==> config.mk <==
export PLATFORM = sky130hd
export DESIGN_NAME = lfu_cache_lru_tiebreak_top_flat
export DESIGN_NICKNAME = d
export VERILOG_FILES = /design/src/lfu_pkg.sv /design/src/lfu_if.sv /design/src/lfu_ram.sv /design/src/lfu_cache_lru_tiebreak_top.sv /design/src/flat_wrapper.sv
export SDC_FILE = /design/constraint.sdc
export NUM_CORES = 2
export LEC_CHECK = 0
export BUFFER_PORTS_ARGS = -buffer_cell sky130_fd_sc_hd__clkbuf_2
export CORE_MARGIN = 5
export CORE_UTILIZATION = 47
export DETAILED_ROUTE_END_ITERATION = 12
export PLACE_DENSITY = 0.63
export REMOVE_ABC_BUFFERS = 1
export SYNTH_ARGS = -nofsm -noshare
export SYNTH_HDL_FRONTEND = slang
export SYNTH_SLANG_ARGS = --single-unit
export TNS_END_PERCENT = 10
==> constraint.sdc <==
create_clock -name clk -period 11.1 [get_ports clk]
set_input_delay 1.11 -clock clk [delete_from_list [all_inputs] [get_ports clk]]
set_output_delay 1.11 -clock clk [all_outputs]
set_load 0.03 [all_outputs]
==> src/lfu_pkg.sv <==
`timescale 1ns / 1ps
// lfu_pkg: shared field widths, opcodes and constants for the LFU cache.
// No dependencies; lfu_if and the top module import it.
package lfu_pkg;

    localparam int KEY_W = 32;
    localparam int VAL_W = 32;
    localparam int CNT_W = 32;
    localparam int CAP_W = 5;

    // request opcodes
    localparam logic OP_GET = 1'b0;
    localparam logic OP_PUT = 1'b1;

    localparam logic [CAP_W-1:0] CAP_RESET = 5'd16;
    localparam logic [VAL_W-1:0] NO_VALUE  = '1;   // -1
    localparam logic [CNT_W-1:0] COUNT_MAX = '1;
    localparam logic [CNT_W-1:0] COUNT_ONE = 32'd1;

endpackage

==> src/lfu_if.sv <==
`timescale 1ns / 1ps
// lfu_if: valid/ready channel interfaces for requests, responses and the
// capacity register write port. Depends on lfu_pkg.

interface lfu_req_if import lfu_pkg::*; ();
    logic                    valid;
    logic                    ready;
    logic                    op;
    logic signed [KEY_W-1:0] key;
    logic signed [VAL_W-1:0] value;

    modport source (output valid, output op, output key, output value, input ready);
    modport sink   (input valid, input op, input key, input value, output ready);
endinterface

interface lfu_rsp_if import lfu_pkg::*; ();
    logic                    valid;
    logic                    ready;
    logic                    found;
    logic signed [VAL_W-1:0] read_value;
    logic                    evicted;

    modport source (output valid, output found, output read_value, output evicted,
                    input ready);
    modport sink   (input valid, input found, input read_value, input evicted,
                    output ready);
endinterface

interface lfu_cfg_if import lfu_pkg::*; ();
    logic             valid;
    logic             ready;
    logic [CAP_W-1:0] data;

    modport source (output valid, output data, input ready);
    modport sink   (input valid, input data, output ready);
endinterface

==> src/lfu_ram.sv <==
`timescale 1ns / 1ps
// lfu_ram: generic simple dual-port RAM, one write and one registered read
// port. No dependencies.
module lfu_ram #(
    parameter int WIDTH = 8,
    parameter int DEPTH = 16
) (
    input  logic                                  clk,
    input  logic                                  we,
    input  logic [((DEPTH > 1) ? $clog2(DEPTH) : 1)-1:0] waddr,
    input  logic [WIDTH-1:0]                      wdata,
    input  logic [((DEPTH > 1) ? $clog2(DEPTH) : 1)-1:0] raddr,
    output logic [WIDTH-1:0]                      rdata
);

    logic [WIDTH-1:0] mem [DEPTH];
    logic [WIDTH-1:0] rdata_reg;

    always_ff @(posedge clk)
    begin
        if (we)
        begin
            mem[waddr] <= wdata;
        end
        rdata_reg <= mem[raddr];
    end

    assign rdata = rdata_reg;

endmodule

==> src/lfu_cache_lru_tiebreak_top.sv <==
`timescale 1ns / 1ps
// lfu_cache_lru_tiebreak_top: fully associative LFU key/value cache with
// LRU tie-break. Depends on lfu_pkg, lfu_if and lfu_ram.
//
// Usage
//   req : get (op 0) or put (op 1) request with key and value.
//   rsp : one response per request - found, read_value (-1 unless get hit),
//         evicted.
//   cfg : single write port for the capacity register (reset 16, values
//         above ENTRIES act as ENTRIES, 0 blocks all puts). Write only while
//         the cache is idle; the port is always ready.
// Operation
//   A request is served in two passes over the entry RAMs: a scan pass reads
//   every slot once for key match, victim and free slot, then a rank pass
//   rewrites the recency ranks, one slot per cycle. Get misses and puts at
//   capacity zero skip the rank pass. One request in flight; the next is
//   taken only once the cache returns to idle.
// Reset
//   Clears the valid bits and occupancy; no clearing pass is needed, the RAMs
//   are only read for valid slots. req.ready is high as soon as reset ends.
// Back-pressure
//   The response sits in an output register, so the next request is taken
//   while rsp.ready is low; a finished request then waits until the output
//   register frees up.
module lfu_cache_lru_tiebreak_top import lfu_pkg::*; #(
    parameter int ENTRIES = 16
) (
    input  logic       clk,
    input  logic       rst_n,
    lfu_cfg_if.sink    cfg,
    lfu_req_if.sink    req,
    lfu_rsp_if.source  rsp
);

    localparam int IW = (ENTRIES > 1) ? $clog2(ENTRIES) : 1;
    localparam int OW = $clog2(ENTRIES + 1);
    localparam int DW = KEY_W + VAL_W + CNT_W;
    localparam logic [IW-1:0] LAST = IW'(ENTRIES - 1);

    typedef enum logic [2:0] {
        ST_IDLE,
        ST_SCAN,
        ST_DECIDE,
        ST_RANK,
        ST_FINISH
    } state_t;

    state_t state_reg;

    // configuration and occupancy
    logic [CAP_W-1:0]   capacity_reg;
    logic [ENTRIES-1:0] valid_reg;
    logic [OW-1:0]      occ_reg;
    logic [OW-1:0]      cap_eff;

    // latched request
    logic             op_reg;
    logic [KEY_W-1:0] key_reg;
    logic [VAL_W-1:0] val_reg;

    // RAM read sequencing: rd_* issues, chk_* marks data arriving
    logic [IW-1:0] rd_idx_reg;
    logic          rd_busy_reg;
    logic          chk_vld_reg;
    logic [IW-1:0] chk_idx_reg;

    // scan results
    logic             hit_found_reg;
    logic [IW-1:0]    hit_idx_reg;
    logic [VAL_W-1:0] hit_val_reg;
    logic [CNT_W-1:0] hit_cnt_reg;
    logic [IW-1:0]    hit_rank_reg;
    logic             vic_found_reg;
    logic [IW-1:0]    vic_idx_reg;
    logic [CNT_W-1:0] vic_cnt_reg;
    logic [IW-1:0]    vic_rank_reg;
    logic             free_found_reg;
    logic [IW-1:0]    free_idx_reg;

    // rank pass control
    logic [IW-1:0] tgt_reg;
    logic [IW-1:0] lim_reg;
    logic          all_reg;

    // pending and delivered response
    logic             res_found_reg;
    logic [VAL_W-1:0] res_read_reg;
    logic             res_ev_reg;
    logic             out_valid_reg;
    logic             out_found_reg;
    logic [VAL_W-1:0] out_read_reg;
    logic             out_ev_reg;

    // RAM ports
    logic          data_we;
    logic [IW-1:0] data_waddr;
    logic [DW-1:0] data_wdata;
    logic [DW-1:0] data_rdata;
    logic          rank_we;
    logic [IW-1:0] rank_wdata;
    logic [IW-1:0] rank_rdata;

    // slot fields as read back
    logic [KEY_W-1:0] rd_key;
    logic [VAL_W-1:0] rd_val;
    logic [CNT_W-1:0] rd_cnt;
    logic             rd_slot_valid;
    logic             scan_match;
    logic             scan_better;

    // decision
    logic             is_put;
    logic             dec_act;
    logic [IW-1:0]    dec_tgt;
    logic [IW-1:0]    dec_lim;
    logic             dec_all;
    logic             dec_ins;
    logic             dec_ev;
    logic [VAL_W-1:0] dec_val;
    logic [CNT_W-1:0] dec_cnt;
    logic             req_fire;
    logic             rsp_free;

    // -----------------------------------------------------------------
    // Entry storage: {key, value, count} in one RAM, recency rank in another
    // -----------------------------------------------------------------
    lfu_ram #(
        .WIDTH (DW),
        .DEPTH (ENTRIES)
    ) u_data_ram (
        .clk   (clk),
        .we    (data_we),
        .waddr (data_waddr),
        .wdata (data_wdata),
        .raddr (rd_idx_reg),
        .rdata (data_rdata)
    );

    lfu_ram #(
        .WIDTH (IW),
        .DEPTH (ENTRIES)
    ) u_rank_ram (
        .clk   (clk),
        .we    (rank_we),
        .waddr (chk_idx_reg),
        .wdata (rank_wdata),
        .raddr (rd_idx_reg),
        .rdata (rank_rdata)
    );

    assign cfg.ready = 1'b1;
    assign req.ready = (state_reg == ST_IDLE);
    assign req_fire  = req.valid && (state_reg == ST_IDLE);
    assign rsp_free  = !out_valid_reg || rsp.ready;

    assign rsp.valid      = out_valid_reg;
    assign rsp.found      = out_found_reg;
    assign rsp.read_value = out_read_reg;
    assign rsp.evicted    = out_ev_reg;

    assign cap_eff = (32'(capacity_reg) > 32'(ENTRIES)) ? OW'(ENTRIES)
                                                         : OW'(capacity_reg);

    assign rd_key        = data_rdata[DW-1 -: KEY_W];
    assign rd_val        = data_rdata[CNT_W +: VAL_W];
    assign rd_cnt        = data_rdata[CNT_W-1:0];
    assign rd_slot_valid = valid_reg[chk_idx_reg];

    assign scan_match  = rd_slot_valid && (rd_key == key_reg);
    assign scan_better = rd_slot_valid &&
                         (!vic_found_reg || (rd_cnt < vic_cnt_reg) ||
                          ((rd_cnt == vic_cnt_reg) && (rank_rdata > vic_rank_reg)));

    // what the request does, settled once the scan is complete
    always_comb
    begin
        is_put  = (op_reg == OP_PUT);
        dec_act = 1'b0;
        dec_tgt = hit_idx_reg;
        dec_lim = hit_rank_reg;
        dec_all = 1'b0;
        dec_ins = 1'b0;
        dec_ev  = 1'b0;
        dec_val = is_put ? val_reg : hit_val_reg;
        dec_cnt = (hit_cnt_reg == COUNT_MAX) ? hit_cnt_reg : hit_cnt_reg + 1'b1;
        if (hit_found_reg && (!is_put || (cap_eff != '0)))
        begin
            dec_act = 1'b1;     // hit: bump count, move to newest
        end
        else if (is_put && (cap_eff != '0) && !hit_found_reg)
        begin
            dec_val = val_reg;
            dec_cnt = COUNT_ONE;
            if (occ_reg >= cap_eff)
            begin
                dec_act = vic_found_reg;
                dec_ev  = vic_found_reg;
                dec_tgt = vic_idx_reg;
                dec_lim = vic_rank_reg;
            end
            else
            begin
                dec_act = free_found_reg;
                dec_ins = free_found_reg;
                dec_all = 1'b1;
                dec_tgt = free_idx_reg;
            end
        end
    end

    assign data_we    = (state_reg == ST_DECIDE) && dec_act;
    assign data_waddr = dec_tgt;
    assign data_wdata = {key_reg, dec_val, dec_cnt};

    // rank pass: target becomes newest; valid slots newer than it (all valid slots on an insert) age by one
    always_comb
    begin
        rank_we    = 1'b0;
        rank_wdata = rank_rdata + 1'b1;
        if ((state_reg == ST_RANK) && chk_vld_reg)
        begin
            if (chk_idx_reg == tgt_reg)
            begin
                rank_we    = 1'b1;
                rank_wdata = '0;
            end
            else if (rd_slot_valid && (all_reg || (rank_rdata < lim_reg)))
            begin
                rank_we = 1'b1;
            end
        end
    end

    always_ff @(posedge clk or negedge rst_n)
    begin
        if (!rst_n)
        begin
            state_reg      <= ST_IDLE;
            capacity_reg   <= CAP_RESET;
            valid_reg      <= '0;
            occ_reg        <= '0;
            op_reg         <= OP_GET;
            key_reg        <= '0;
            val_reg        <= '0;
            rd_idx_reg     <= '0;
            rd_busy_reg    <= 1'b0;
            chk_vld_reg    <= 1'b0;
            chk_idx_reg    <= '0;
            hit_found_reg  <= 1'b0;
            hit_idx_reg    <= '0;
            hit_val_reg    <= '0;
            hit_cnt_reg    <= '0;
            hit_rank_reg   <= '0;
            vic_found_reg  <= 1'b0;
            vic_idx_reg    <= '0;
            vic_cnt_reg    <= '0;
            vic_rank_reg   <= '0;
            free_found_reg <= 1'b0;
            free_idx_reg   <= '0;
            tgt_reg        <= '0;
            lim_reg        <= '0;
            all_reg        <= 1'b0;
            res_found_reg  <= 1'b0;
            res_read_reg   <= '0;
            res_ev_reg     <= 1'b0;
            out_valid_reg  <= 1'b0;
            out_found_reg  <= 1'b0;
            out_read_reg   <= '0;
            out_ev_reg     <= 1'b0;
        end
        else
        begin
            if (cfg.valid)
            begin
                capacity_reg <= cfg.data;
            end

            if (out_valid_reg && rsp.ready)
            begin
                out_valid_reg <= 1'b0;
            end

            // read address sequencer
            chk_vld_reg <= rd_busy_reg;
            chk_idx_reg <= rd_idx_reg;
            if (rd_busy_reg)
            begin
                if (rd_idx_reg == LAST)
                begin
                    rd_busy_reg <= 1'b0;
                end
                else
                begin
                    rd_idx_reg <= rd_idx_reg + 1'b1;
                end
            end

            case (state_reg)
                ST_IDLE:
                begin
                    if (req_fire)
                    begin
                        op_reg         <= req.op;
                        key_reg        <= req.key;
                        val_reg        <= req.value;
                        hit_found_reg  <= 1'b0;
                        vic_found_reg  <= 1'b0;
                        free_found_reg <= 1'b0;
                        rd_idx_reg     <= '0;
                        rd_busy_reg    <= 1'b1;
                        state_reg      <= ST_SCAN;
                    end
                end

                ST_SCAN:
                begin
                    if (chk_vld_reg)
                    begin
                        if (scan_match && !hit_found_reg)
                        begin
                            hit_found_reg <= 1'b1;
                            hit_idx_reg   <= chk_idx_reg;
                            hit_val_reg   <= rd_val;
                            hit_cnt_reg   <= rd_cnt;
                            hit_rank_reg  <= rank_rdata;
                        end
                        if (scan_better)
                        begin
                            vic_found_reg <= 1'b1;
                            vic_idx_reg   <= chk_idx_reg;
                            vic_cnt_reg   <= rd_cnt;
                            vic_rank_reg  <= rank_rdata;
                        end
                        if (!rd_slot_valid && !free_found_reg)
                        begin
                            free_found_reg <= 1'b1;
                            free_idx_reg   <= chk_idx_reg;
                        end
                        if (chk_idx_reg == LAST)
                        begin
                            state_reg <= ST_DECIDE;
                        end
                    end
                end

                ST_DECIDE:
                begin
                    res_found_reg <= hit_found_reg;
                    res_read_reg  <= (!is_put && hit_found_reg) ? hit_val_reg : NO_VALUE;
                    res_ev_reg    <= dec_ev;
                    tgt_reg       <= dec_tgt;
                    lim_reg       <= dec_lim;
                    all_reg       <= dec_all;
                    if (dec_ins)
                    begin
                        valid_reg[dec_tgt] <= 1'b1;
                        occ_reg            <= occ_reg + 1'b1;
                    end
                    if (dec_act)
                    begin
                        rd_idx_reg  <= '0;
                        rd_busy_reg <= 1'b1;
                        state_reg   <= ST_RANK;
                    end
                    else
                    begin
                        state_reg <= ST_FINISH;
                    end
                end

                ST_RANK:
                begin
                    if (chk_vld_reg && (chk_idx_reg == LAST))
                    begin
                        state_reg <= ST_FINISH;
                    end
                end

                ST_FINISH:
                begin
                    if (rsp_free)
                    begin
                        out_valid_reg <= 1'b1;
                        out_found_reg <= res_found_reg;
                        out_read_reg  <= res_read_reg;
                        out_ev_reg    <= res_ev_reg;
                        state_reg     <= ST_IDLE;
                    end
                end

                default:
                begin
                    state_reg <= ST_IDLE;
                end
            endcase
        end
    end

endmodule
==> src/flat_wrapper.sv <==
// flat-port wrapper written by rule: the top's interface ports become plain ports
module lfu_cache_lru_tiebreak_top_flat import lfu_pkg::*;
#(
    parameter int ENTRIES = 16
)
  (clk, rst_n, cfg_valid, cfg_data, cfg_ready, req_valid, req_op, req_key, req_value, req_ready, rsp_valid, rsp_found, rsp_read_value, rsp_evicted, rsp_ready);
  lfu_cfg_if cfg_i ();
  lfu_req_if req_i ();
  lfu_rsp_if rsp_i ();
  input  logic clk;
  input  logic rst_n;
  input wire logic [$bits(cfg_i.valid)-1:0] cfg_valid;
  input wire logic [$bits(cfg_i.data)-1:0] cfg_data;
  output wire logic [$bits(cfg_i.ready)-1:0] cfg_ready;
  input wire logic [$bits(req_i.valid)-1:0] req_valid;
  input wire logic [$bits(req_i.op)-1:0] req_op;
  input wire logic [$bits(req_i.key)-1:0] req_key;
  input wire logic [$bits(req_i.value)-1:0] req_value;
  output wire logic [$bits(req_i.ready)-1:0] req_ready;
  output wire logic [$bits(rsp_i.valid)-1:0] rsp_valid;
  output wire logic [$bits(rsp_i.found)-1:0] rsp_found;
  output wire logic [$bits(rsp_i.read_value)-1:0] rsp_read_value;
  output wire logic [$bits(rsp_i.evicted)-1:0] rsp_evicted;
  input wire logic [$bits(rsp_i.ready)-1:0] rsp_ready;
  assign cfg_i.valid = cfg_valid;
  assign cfg_i.data = cfg_data;
  assign cfg_ready = cfg_i.ready;
  assign req_i.valid = req_valid;
  assign req_i.op = req_op;
  assign req_i.key = req_key;
  assign req_i.value = req_value;
  assign req_ready = req_i.ready;
  assign rsp_valid = rsp_i.valid;
  assign rsp_found = rsp_i.found;
  assign rsp_read_value = rsp_i.read_value;
  assign rsp_evicted = rsp_i.evicted;
  assign rsp_i.ready = rsp_ready;
  lfu_cache_lru_tiebreak_top #(.ENTRIES(ENTRIES)) u_core (.clk(clk), .rst_n(rst_n), .cfg(cfg_i), .req(req_i), .rsp(rsp_i));
endmodule
# [After elaboration in Yosys (flattened, before gate mapping)]
# Memories as Yosys holds them, arrays and structs flattened. A register that Yosys moved wholly into a read port is not among the register bits.
# Index checks and enable logic that the tools add are counted.
[totals] ram_bits=1600 wordCells=174 out_inout_bits=37 ff_bits=301 n_memories=2 inputBits=75
[memory_table] name="u_core.u_data_ram.mem" words=16 word_bits=96 rd=1 rd_clocked_by_memory_dff=1 write_ports=1 line_no="lfu_ram.sv:16" source="logic [WIDTH-1:0] mem [DEPTH];"
[memory_table] name="u_core.u_rank_ram.mem" words=16 word_bits=4 rd=1 rd_clocked_by_memory_dff=1 write_ports=1 line_no="lfu_ram.sv:16"
[classes] mux=69 n_reduce_logical=40 magnitude_cmp=8 bitwise=1 eq_ne=18 addsub=4
[op_table] op="32-bit two-way mux" n=7
[op_table] op="32-bit equality test" n=2
[op_table] op="4-bit two-way mux" n=12
[op_table] op="1-bit two-way mux" n=35
[op_table] op="32-bit by 1-bit adder with 32-bit output (second input constant)" n=1
[op_table] op="32-bit equality test (second input constant)" n=1
[op_table] op="32-bit < comparator" n=1
[op_table] op="3-bit two-way mux" n=6
[op_table] op="1-bit logical AND" n=16
[op_table] op="16-bit bitwise OR" n=1
[op_table] op="3-bit one-hot mux with 5 select lines" n=1
[op_table] op="2-bit by 1-bit != test with 1-bit output (second input constant)" n=7
[op_table] op="4-bit AND reduction" n=3
[op_table] op="4-bit by 5-bit < comparator with 1-bit output (second input constant)" n=2
[op_table] op="3-bit AND reduction" n=3
[op_table] op="4-bit by 1-bit adder with 4-bit output (second input constant)" n=2
[op_table] op="4-bit equality test (second input constant)" n=2
[op_table] op="1-bit one-hot mux with 2 select lines" n=4
[op_table] op="4-bit one-hot mux with 2 select lines" n=1
[op_table] op="3-bit by 2-bit equality test with 1-bit output (second input constant)" n=2
[op_table] op="1-bit logical NOT" n=6
[op_table] op="2-bit AND reduction" n=3
[op_table] op="5-bit by 1-bit adder with 5-bit output (second input constant)" n=1
[op_table] op="5-bit >= comparator" n=1
[op_table] op="16 further kinds" n=20

# [Depth between registers and ports, before layout]
[logic_depth] depth_word=12 ltp_mapped=12 mapped_depth_nobuf=9

# [Cells and area by module]
# A second synthesis with hierarchy kept.
[hier_totals] hier_cells=3924 area_unflattened_um2=76921.3
[by_module_without_submodules] mod="lfu_ram at u_core.u_data_ram" cells_per_inst=2460 n_inst=1 area_per_inst_um2=59355.7 seq_area_each_um2=48046.1
[by_module_without_submodules] mod="lfu_cache_lru_tiebreak_top" cells_per_inst=1334 n_inst=1 area_per_inst_um2=14899.3 seq_area_each_um2=7533.5
[by_module_without_submodules] mod="lfu_ram at u_core.u_rank_ram" cells_per_inst=130 n_inst=1 area_per_inst_um2=2666.3 seq_area_each_um2=2001.9

# [Worst setup path before layout]
# OpenSTA, ideal clock, no wires.
[synth_timing] kind="reg2reg" startpoint="register u_core.capacity_reg[4]" endpoint="memory u_core.u_data_ram.mem[13][0] (netlist bit), enable pin" setup_slack_ns=-0.953 t_required_ns=10.314 setup_time_ns=0.786 synth_period_minus_slack_ns=12.053 n_path_buf=3 stages_incl_launch_ff=13 t_arrival_ns=11.267 path_cell_list="dfstp_2 inv_1 nand2_1 ha_1 a21oi_1 o21ai_0 a31oi_1 buf_2 mux2i_1 a21o_1 clkbuf_1 clkbuf_1 nor4_1"
[synth_via] elab_chain_len=10 elab_cells_between_ends=17 cone_classes="order compare: 2; mux: 9; reduce/logical: 6"
[synth_lines] element="start: declaration" line_no="lfu_cache_lru_tiebreak_top.sv:51" source="logic [CAP_W-1:0] capacity_reg;"
[synth_lines] element="start signal: assignment" line_no="lfu_cache_lru_tiebreak_top.sv:275" source="capacity_reg <= cfg.data;"
[synth_lines] element="5-bit > comparator" line_no="lfu_cache_lru_tiebreak_top.sv:161" source="assign cap_eff = (32'(capacity_reg) > 32'(ENTRIES)) ? OW'(ENTRIES)"
[synth_lines] element="5-bit two-way mux (*)" line_no="lfu_cache_lru_tiebreak_top.sv:161"
[synth_lines] element="branches (longest 8 deep; another with 5-bit >= comparator)"
[synth_lines] element="end: declaration" line_no="lfu_ram.sv:16"
# Every way passes the cells marked *.

# [Worst setup path in the final report]
[layout_timing] startpoint="register u_core.op_reg (netlist: u_core.is_put)" endpoint="memory u_core.u_data_ram.mem[5][19] (netlist bit), enable pin"
[layout_via] elab_chain_len=7 elab_cells_between_ends=12 cone_classes="mux: 6; reduce/logical: 6"
[layout_lines] element="start: declaration" line_no="lfu_cache_lru_tiebreak_top.sv:57" source="logic op_reg;"
[layout_lines] element="start signal: assignment" line_no="lfu_cache_lru_tiebreak_top.sv:303" source="op_reg <= req.op;"
[layout_lines] element="1-bit logical AND or 1-bit logical NOT (tied branches)" line_no="lfu_cache_lru_tiebreak_top.sv:190, lfu_cache_lru_tiebreak_top.sv:186"
[layout_lines] element="1-bit logical AND or 1-bit logical OR (tied branches)" line_no="lfu_cache_lru_tiebreak_top.sv:190, lfu_cache_lru_tiebreak_top.sv:186"
[layout_lines] element="1-bit two-way mux or 1-bit logical AND (tied branches)" line_no="lfu_cache_lru_tiebreak_top.sv:190, lfu_cache_lru_tiebreak_top.sv:186"
[layout_lines] element="1-bit two-way mux" line_no="lfu_cache_lru_tiebreak_top.sv:186" source="if (hit_found_reg && (!is_put || (cap_eff != '0)))"
[layout_lines] element="1-bit logical AND" line_no="lfu_cache_lru_tiebreak_top.sv:211" source="assign data_we = (state_reg == ST_DECIDE) && dec_act;"
[layout_lines] element="1-bit two-way mux" line_no="lfu_ram.sv:21" source="if (we)"
[layout_lines] element="1-bit two-way mux (implied by the code)" line_no="lfu_ram.sv:23" source="mem[waddr] <= wdata;"
# Parallel ways exist; a longest one is shown, timed or not.

==> summary.txt <==
Place
  – Placed cell areas: 0.0809 sq mm
  – Hpwl dp: 94.5 mm
  – DP Worst Slack: 6.41 ns
  – RD Place Congestion: 0.790
  – Port Buffers: 110

Cells and area
  – Area delta synth->final: 12.2%
  – Core Util, Final: 0.529
  – Reg area: 0.0576 sq mm
  – Commonest non-fill, non-tap cell in the layout: edfxtp_1
  – Max reg flops: 1536
  – Cell area after layout: 0.0872 sq mm
  – Multi-input combinational cell area: 0.0191 sq mm
  – Layout cell share with drive strength beyond 1: 0.206
  – Number of nets in the layout: 4757
  – Commonest non-fill, non-tap cells in the layout: edfxtp_1 (1600), nand2_1 (409), mux2i_1 (315)
  – Fillers: 13081

Critical path
  – Critical path, cell by cell: buf_4 -> and3_2 -> buf_4 -> nor2_1 -> a21o_1 -> nor4_2 -> buf_4 -> buf_4
  – Setup crit end kind: flip-flop
  – CP Max Fanout: 53
  – Buffer and inverter count on the worst path: 4
  – Startpoint Class: flip-flop
  – Most frequent CP cell: buf_4
  – CP top delay family: buffers and inverters
  – Slowest stage delay, CP: 0.85 ns
  – Slowest-stage cell, CP: buf_4
  – Crit path kind: flip-flop to flip-flop
  – Critical Path RT: 11.54 ns
  – Crit path DAT: 5.11 ns

Global routing
  – Largest net degree at the start of global routing: 155
  – Global-route wire length before repair: 267 mm
  – Congestion Overflow GR: 0
  – GRT Util Overall: 0.202
  – Met3 Track Usage GR: 0.0293
  – Met2 GRT Util: 0.327
  – Busiest layer in global routing: met2
  – M1 GR Usage: 0.290
  – Vias in the first global route: 41482
  – Initial antenna violation count: 3

Yosys
  – Synth top area share: 0.618
  – Yosys reg bits: 2001
  – Largest area contributor in the netlist: edfxtp_1
  – Sequential share of the synthesized area: 0.740
  – EDFF count, synth: 1600
  – Mapped cell area: 0.0778 sq mm
  – Top post-synthesis cells by area: edfxtp_1 (62%), dfrtp_1 (9.7%), mux4_2 (5.8%)
  – Netlist cell types: 58
  – Synth Flop Type: edfxtp_1
  – Syn Area/Cell: 17.3 sq um
  – Post-synth ARST share: 0.150
  – Post-Syn Instances: 4484
  – YS warnings: 0

Clock network
  – Hold buffer count at cts: 0
  – Clock root cell: clkbuf_16
  – CTS sink count: 2001
  – Worst-Skew Late Latency: 0.83 ns
  – # resized after CTS: 0
  – Clock Path Buffers: 3
  – CTS Buf Count: 197
  – Postcts setup bufs: 0
  – Clock slew at reported path FFs: 0.06 ns
  – CTS tree: done
  – H-tree levels: 4

Timing
  – Pins Over Slew Limit: 0
  – Final Cycle Share: 0.421
  – Tightest hold margin: 0.236 ns
  – Hold Vio Cnt, Final: 0
  – Final setup margin: 6.43 ns
  – Relative slew slack: 0.130
  – Least-Margin Pin Slew: 1.30 ns
  – Setup Skew: 0.0265 ns
  – RSZ-0062 raised after global routing: no
  – Min Tclk post-route: 4.67 ns
  – Max Clk Rate: 214 MHz
  – Setup violations, final: 0

Drt
  – Drt via density: 5.77
  – Initial DRC count: 3424
  – Per-cell routed wire length: 25.1 microns
  – Antenna Violating Nets Remaining: 0
  – Drc violations: 0
  – DRT Pass-1 Iters: 5
  – Final wirelength: 176 mm
  – Via count: 40359

Power and ir drop
  – Pwr/cell area: 242 mW/mm^2
  – Maximum vdd ir drop: 0.249 mV
  – Pleak: 0.0300 uW

Min path
  – Worst Hold Class: input port to async pin

Job
  – Number of max-cap violations: 0

Die
  – Initial core utilization: 0.472
  – Core area: 0.165 sq mm
  – # rows: 149
  – # IOs: 112
  – Die H: 417 microns
  – Die span in x: 417 microns
  – Die area: 0.174 sq mm

Run status
  – Outcome: complete, no violations
## worst paths after layout
check / startpoint / to / slack [ns] / depth (start not counted)
min reg2reg: u_core.u_data_ram.rdata[40]$_DFF_P_ / u_core.hit_val_reg[8]$_DFFE_PN0P_ / 0.46 / 1
min: rst_n / u_core.val_reg[31]$_DFFE_PN0P_ / 0.24 / 1
max reg2reg: u_core.is_put$_DFFE_PN0P_ / u_core.u_data_ram.mem[5][19]$_DFFE_PP_ / 6.43 / 8
max in group asynchronous: rst_n / u_core.hit_cnt_reg[25]$_DFFE_PN0P_ / 8.89 / 3
min in group clk: u_core.u_data_ram.rdata[40]$_DFF_P_ / u_core.hit_val_reg[8]$_DFFE_PN0P_ / 0.46 / 1
max: u_core.is_put$_DFFE_PN0P_ / u_core.u_data_ram.mem[5][19]$_DFFE_PP_ / 6.43 / 8
## stage by stage
step | total power [uW] | setup TNS (ns) | std cells
after detailed placement | 14800 | 0 | 6624
after floorplan | 13800 | -3772.07 | 4245
after global routing | 22100 | 0 | 6994
final | 21100 | 0 | 6996
after CTS | 21300 | 0 | 6994
after global placement | 14700 | 0 | 6624
## power by group
| group | switching (uW) | total [uW] | internal, uW |
|---|---|---|---|
| Combinational | 2980 | 4890 | 1910 |
| Sequential | 685 | 9730 | 9040 |
| Clock | 2780 | 6500 | 3720 |
| Total | 6440 | 21100 | 14700 |
## logic make-up after synthesis
| family | share of synthesized area |
|---|---|
| buf+inv | 0.0157 |
| simple gates | 0.0354 |
| flops | 0.740 |
| fa+ha+maj | 0.00772 |
| compound gates | 0.0522 |
| xor+xnor | 0.00743 |
| other cells | 0.0000482 |
| mux | 0.141 |
## area by class of cell
cell class | count | share of cell area
clock inverters | 111 | 0.0108
diodes | 2 | 0.0000574
repair buffers | 190 | 0.0146
inverters | 48 | 0.00207
multi-input cells | 2196 | 0.219
clock buffers | 259 | 0.0618
flip-flops and latches | 2001 | 0.660
well taps | 2189 | 0.0314
## worst register-to-register path, cell delays in order, from the launching register on
cell     delay, ns
dfrtp_2       0.34
buf_4         0.51
and3_2        0.32
buf_4         0.45
nor2_1        0.17
a21o_1        0.43
nor4_2        0.35
buf_4         0.85
buf_4         0.85
## cell usage after synthesis, drive strengths merged, types with 11 or more instances
master / instances
nor2: 54
a22oi: 101
inv: 48
nand4: 26
mux2i: 315
edfxtp: 1600
ha: 48
mux4: 200
nor4: 25
nand2: 412
xnor2: 36
mux2: 294
or3: 11
a31o: 16
dfxtp: 100
a21oi: 128
nand3: 25
and3: 13
clkbuf: 164
buf: 75
nor3: 15
xor2: 30
a221oi: 103
dfrtp: 300
o21ai: 258
## per-layer routing
metal	routed length, microns	vias to the layer above
met5	0	-
met4	4000	0
met3	8940	248
met2	85000	1106
met1	77800	21109
li1	-	17896
No activity file was read; power rests on OpenSTA's default activity.
